===== src/rtl/core/assert_macros.svh =====
// ----------------------------------------------------------------------------
// assert_macros.svh
// assertion helpers shared by the rtl, empty under synthesis
// ----------------------------------------------------------------------------
`ifndef ASSERT_MACROS_SVH
`define ASSERT_MACROS_SVH

`ifndef SYNTHESIS
// checked outside reset only
`define WRMP_ASSERT(lbl, prop, msg) \
  lbl: assert property (@(posedge clk_i) disable iff (!rst_ni) prop) else $error(msg);
// checked on every edge, reset included
`define WRMP_ASSERT_ALWAYS(lbl, prop, msg) \
  lbl: assert property (@(posedge clk_i) prop) else $error(msg);
`else
`define WRMP_ASSERT(lbl, prop, msg)
`define WRMP_ASSERT_ALWAYS(lbl, prop, msg)
`endif

`endif


===== src/rtl/core/wrmp_pkg.sv =====
// ----------------------------------------------------------------------------
// wrmp_pkg
// shared constants, types and helpers of the windowed running mean block
// ----------------------------------------------------------------------------
`default_nettype none

package wrmp_pkg;

  localparam int unsigned StoreDepth = 4096;
  localparam int unsigned SampleBits = 24;
  localparam int unsigned AddrW      = $clog2(StoreDepth);

  localparam int unsigned NumCh    = 4;
  localparam int unsigned MeanW    = 32;
  localparam int unsigned MemW     = NumCh * MeanW;
  localparam int unsigned IdxOutW  = 12;
  localparam int unsigned IdxW     = 20;
  localparam int unsigned PassW    = 20;
  localparam int unsigned RecipW   = 24;
  localparam int unsigned RelW     = 24;
  localparam int unsigned SqSumW   = 64;
  localparam int unsigned MeanSumW = 48;
  localparam int unsigned ColW     = 10;
  localparam int unsigned RowW     = 9;
  localparam int unsigned EposW    = 6;
  localparam int unsigned PtsW     = 7;
  localparam int unsigned SkipW    = 8;
  localparam int unsigned ChEnW    = 3;
  localparam int unsigned NptsW    = 3 * PtsW;
  localparam int unsigned DivW     = 64;
  localparam int unsigned DvsW     = 48;
  localparam int unsigned PaddrW   = 5;
  localparam int unsigned PdataW   = 32;

  localparam logic [PassW-1:0]  PassMax  = '1;
  localparam logic [RecipW-1:0] RecipOne = '1;
  localparam logic [RelW-1:0]   RelMax   = '1;

  // arithmetic widths of the average update
  localparam int unsigned TgtW  = SampleBits + 9;
  localparam int unsigned OldW  = MeanW + 1;
  localparam int unsigned DiffW = MeanW + 2;
  localparam int unsigned WideW = (TgtW > DiffW) ? TgtW : DiffW;
  localparam int unsigned PrdW  = DiffW + RecipW + 1;

  typedef enum logic [2:0] {
    REG_POINTS_X       = 3'd0,
    REG_POINTS_ROWS    = 3'd1,
    REG_POINTS_ENERGY  = 3'd2,
    REG_SKIP_LEFT      = 3'd3,
    REG_SKIP_RIGHT     = 3'd4,
    REG_SKIP_TOP       = 3'd5,
    REG_CHANNEL_ENABLE = 3'd6
  } cfg_reg_e;

  // configuration as the datapath sees it, point counts already clamped
  typedef struct packed {
    logic [PtsW-1:0]  px;
    logic [PtsW-1:0]  pr;
    logic [PtsW-1:0]  pe;
    logic [SkipW-1:0] skip_left;
    logic [SkipW-1:0] skip_right;
    logic [SkipW-1:0] skip_top;
    logic [ChEnW-1:0] ch_en;
  } cfg_t;

  typedef struct packed {
    logic              done;
    logic [RelW-1:0]   rel;
    logic [PassW-1:0]  pass_count;
    logic [RecipW-1:0] recip;
  } rpt_stat_t;

  function automatic logic [PtsW-1:0] clamp_pts(input logic [PtsW-1:0] v);
    logic [PtsW-1:0] r;
    if (v == '0) begin
      r = PtsW'(1);
    end else if (v > PtsW'(64)) begin
      r = PtsW'(64);
    end else begin
      r = v;
    end
    return r;
  endfunction

endpackage

`default_nettype wire


===== src/rtl/core/wrmp_cfg.sv =====
// ----------------------------------------------------------------------------
// wrmp_cfg
// apb register bank for window geometry and channel enables
// ----------------------------------------------------------------------------
`default_nettype none

module wrmp_cfg import wrmp_pkg::*; (
  input  wire logic              clk_i,
  input  wire logic              rst_ni,
  input  wire logic              psel_i,
  input  wire logic              penable_i,
  input  wire logic              pwrite_i,
  input  wire logic [PaddrW-1:0] paddr_i,
  input  wire logic [PdataW-1:0] pwdata_i,
  output logic      [PdataW-1:0] prdata_o,
  output logic                   pready_o,
  output cfg_t                   cfg_o
);

  logic [PtsW-1:0]  px_q, pr_q, pe_q;
  logic [SkipW-1:0] sl_q, sr_q, st_q;
  logic [ChEnW-1:0] en_q;
  logic             wr_en;

  assign pready_o = 1'b1;
  assign wr_en    = psel_i && penable_i && pwrite_i;

  always_ff @(posedge clk_i or negedge rst_ni) begin
    if (!rst_ni) begin
      px_q <= PtsW'(64);
      pr_q <= PtsW'(64);
      pe_q <= PtsW'(1);
      sl_q <= '0;
      sr_q <= '0;
      st_q <= '0;
      en_q <= '1;
    end else if (wr_en) begin
      unique case (paddr_i[PaddrW-1:2])
        REG_POINTS_X:       px_q <= pwdata_i[PtsW-1:0];
        REG_POINTS_ROWS:    pr_q <= pwdata_i[PtsW-1:0];
        REG_POINTS_ENERGY:  pe_q <= pwdata_i[PtsW-1:0];
        REG_SKIP_LEFT:      sl_q <= pwdata_i[SkipW-1:0];
        REG_SKIP_RIGHT:     sr_q <= pwdata_i[SkipW-1:0];
        REG_SKIP_TOP:       st_q <= pwdata_i[SkipW-1:0];
        REG_CHANNEL_ENABLE: en_q <= pwdata_i[ChEnW-1:0];
        default: ;
      endcase
    end
  end

  always_comb begin
    unique case (paddr_i[PaddrW-1:2])
      REG_POINTS_X:       prdata_o = PdataW'(px_q);
      REG_POINTS_ROWS:    prdata_o = PdataW'(pr_q);
      REG_POINTS_ENERGY:  prdata_o = PdataW'(pe_q);
      REG_SKIP_LEFT:      prdata_o = PdataW'(sl_q);
      REG_SKIP_RIGHT:     prdata_o = PdataW'(sr_q);
      REG_SKIP_TOP:       prdata_o = PdataW'(st_q);
      REG_CHANNEL_ENABLE: prdata_o = PdataW'(en_q);
      default:            prdata_o = '0;
    endcase
  end

  always_comb begin
    cfg_o.px         = clamp_pts(px_q);
    cfg_o.pr         = clamp_pts(pr_q);
    cfg_o.pe         = clamp_pts(pe_q);
    cfg_o.skip_left  = sl_q;
    cfg_o.skip_right = sr_q;
    cfg_o.skip_top   = st_q;
    cfg_o.ch_en      = en_q;
  end

endmodule

`default_nettype wire


===== config.mk =====
export PLATFORM = sky130hd
export DESIGN_NAME = wrmp_cfg
export DESIGN_NICKNAME = d
export VERILOG_FILES = /design/src/rtl/core/assert_macros.svh /design/src/rtl/core/wrmp_pkg.sv /design/src/rtl/core/wrmp_cfg.sv
export SDC_FILE = /design/constraint.sdc
export NUM_CORES = 1
export LEC_CHECK = 0
export BUFFER_PORTS_ARGS = -buffer_cell sky130_fd_sc_hd__buf_2
export CORE_AREA = 4 4 109 69
export DETAILED_ROUTE_END_ITERATION = 10
export DIE_AREA = 0 0 113 73
export HOLD_SLACK_MARGIN = 0.12
export PLACE_DENSITY = 0.74
export SLEW_MARGIN = 20
export SYNTH_ARGS = -nofsm -noshare
export SYNTH_HDL_FRONTEND = slang
export SYNTH_SLANG_ARGS = --single-unit

===== constraint.sdc =====
create_clock -name clk_i -period 1 [get_ports clk_i]
set_input_delay 0.05 -clock clk_i [delete_from_list [all_inputs] [get_ports clk_i]]
set_output_delay 0.05 -clock clk_i [all_outputs]
set_load 0.01 [all_outputs]

==> out/results.ini <==
[setup_path]
cp_data_required_time_ns = 0.95
crit_path_end_kind = primary output
start_kind = flip-flop
worstPathMaxFanout = 2
arrival_ns = 1.45
r2r_cells = 3
worst-setup-path-type = flip-flop to primary output

[outcome]
failed_checks = negative setup slack
status = finished with violations

[cts]
clockRootBuffer = clkbuf_8
clk_pin_slew_worst_paths_ns = 0.09
cts_buffer_depth = 2
cts.sinks = 48
clock_latency_ns = 0.30
htreeDepth = 2
cts_tree = done
cts_made_buffers = 5

[sta]
rsz0062_at_grt = true
fmax_mhz = 667.3
fin_tns_setup_ns = -8.036
hold_viol_final = 0
finalCritPeriodShare_pct = 149.9
whs_ns = 0.2644
fin_ws_ns = -0.4987
finClkSkew_ns = 0
min_period_ns = 1.499
setup_violations = 36
drv_slew = 0

[placement]
dp_hpwl_microns = 5648
routabilityCongestion = 0.8856
place_area_sq_mm = 0.003436
place.port_buffers = 71
numPlacedInstances = 418

[synthesis]
syn_area_per_cell_sq_um = 11.89
ys_async_sr_fraction_pct = 100.0
synth_common_cells = 43 x mux2_2, 42 x dfrtp_1, 25 x buf_4
synth.most_common_cell = mux2_2
synthCells = 225
ys_ff_latch = 48
synthFlopType = dfrtp_1
synthDistinctLibCells = 34
synth_area_sq_mm = 0.002676
synth_warnings = 0
synth_top_area_share_pct = 39.27
yosysTopAreaCell = dfrtp_1
synth.area.top_cells = dfrtp_1 39%, mux2_2 18%, buf_4 7.0%
synth_edf_count = 0
seq_area_frac_synth_pct = 45.16

[detailed_routing]
drc_errors = 0
vias = 2192
drt-initial-drc-count = 111
wl_per_cell_microns = 17.75
wirelength_microns = 7898
drtPass1Iterations = 4
viasPerCell = 4.926
ant_nets = 0

[worst_hold_path]
hold_class = primary input to async pin

[final_layout]
regArea_sq_mm = 0.001211
area_delta_synth_final_pct = 49.18
utilization_pct = 61.12
layout-drive-gt1-share_pct = 60.89
nNetsFinal = 399
fillerInstances = 530
multiInputGateArea_sq_mm = 0.001428
diodes = 0
fin_cells = 445
design_area_sq_mm = 0.003993

[grt]
antenna_found_initial = 0
grt_pass1_vias = 2150
track_usage_pct = 18.53
grt_max_degree = 49
overflow = 0
grt_pass1_wl_microns = 11690

[floorplan]
rows = 23
dieArea_sq_mm = 0.008249
die_y_microns = 73
start_util_pct = 40.97
core_region_area_sq_mm = 0.006533
io_pins = 123
die_w_microns = 113

[job]
cap_viol_max_count = 0

[power]
power_density_mw_per_mm2 = 1683
p_leak_uw = 0.002015
ir_drop_mv = 0.9645

-- path summary, 6_finish.rpt --
path / slack, ns / endpoint / from
min in group clk_i: 0.35 / px_q[2] / paddr_i[3]
worst min-delay path: 0.26 / sl_q[5] / rst_ni
worst max-delay path: -0.50 / prdata_o[0] / en_q[0]
max in group asynchronous: 0.44 / en_q[0] / rst_ni
worst max register to register: 0.01 / sl_q[0] / sl_q[0]
worst min register to register: 0.54 / sr_q[4] / sr_q[4]
-- cells by family (layout without fill, tap and decap cells) --
logic type | count (synthesis) | in the layout | share of synthesized area (%)
AOI/OAI and AO/OA | 22 | 22 | 5.891
and+or+nand+nor | 45 | 45 | 10.66
muxes | 66 | 66 | 28.00
DFF | 48 | 48 | 45.16
buffers and inverters | 42 | 152 | 10.00
other | 2 | 25 | 0.2806
-- layer usage --
layer | track usage [%] | share of wire (%)
met1 | 27.58 | 49
met2 | 26.97 | 44
met3 | 4.474 | 6.5
met4 | 4.933 | 0.97
met5 | 0 | 0
-- stage by stage --
step	setup slack, ns	total power (uW)
floorplan	-0.2397	3873
global placement	-0.2578	4864
detailed placement	-0.2950	4918
CTS	-0.5070	6490
global route	-0.5397	7062
finish	-0.4987	6719
-- flip-flops by register name, indices dropped and copies added (netlist names) --
register,flops
pe_q,7
px_q,7
sl_q,8
sr_q,8
en_q,3
pr_q,7
st_q,8
-- final cells by class --
| type | instances | area share [%] |
|---|---|---|
| Multi-Input combinational cell | 158 | 35.76 |
| Sequential cell | 48 | 30.34 |
| Timing Repair Buffer | 140 | 28.77 |
| Tap cell | 87 | 2.726 |
| Clock buffer | 7 | 1.912 |
| Inverter | 4 | 0.3761 |
| Clock inverter | 1 | 0.1254 |
-- layout by cell type (no fill, tap or decap), types with 3 or more instances in the layout --
master	instances
mux2i_1	16
buf_12	3
nor2b_4	3
conb_1	25
buf_6	42
inv_1	4
a221o_1	3
mux2_2	33
nor2_4	3
dfstp_2	6
buf_2	51
nor2b_1	12
clkbuf_8	5
dfrtp_1	40
buf_4	34
o21ai_1	3
mux2_4	17
nor2_1	8
dlygate4sd3_1	9
-- worst max-delay path: stages (launching register included) --
cell	delay (ns)
dfstp_2	0.55
a21boi_1	0.07
a211oi_2	0.21
a221o_1	0.17
buf_2	0.14
-- report_power, final --
| part | switching (uW) | internal [uW] | leakage, uW |
|---|---|---|---|
| clock network | 659 | 492 | 0.0000422 |
| logic | 1210 | 1670 | 0.00138 |
| registers | 333 | 2360 | 0.000597 |
-- timing repair --
item / in CTS / in global routing
endpoints found under the setup margin: 40 / 49
pin swaps: 11 / 6
gates resized for setup: 43 / 33
hold buffers: 9 / 0
cloned: 0 / 0
buffers inserted: 9 / 12
endpoints found under the hold margin: 94 / 0
No activity file was read; power rests on OpenSTA's default activity.
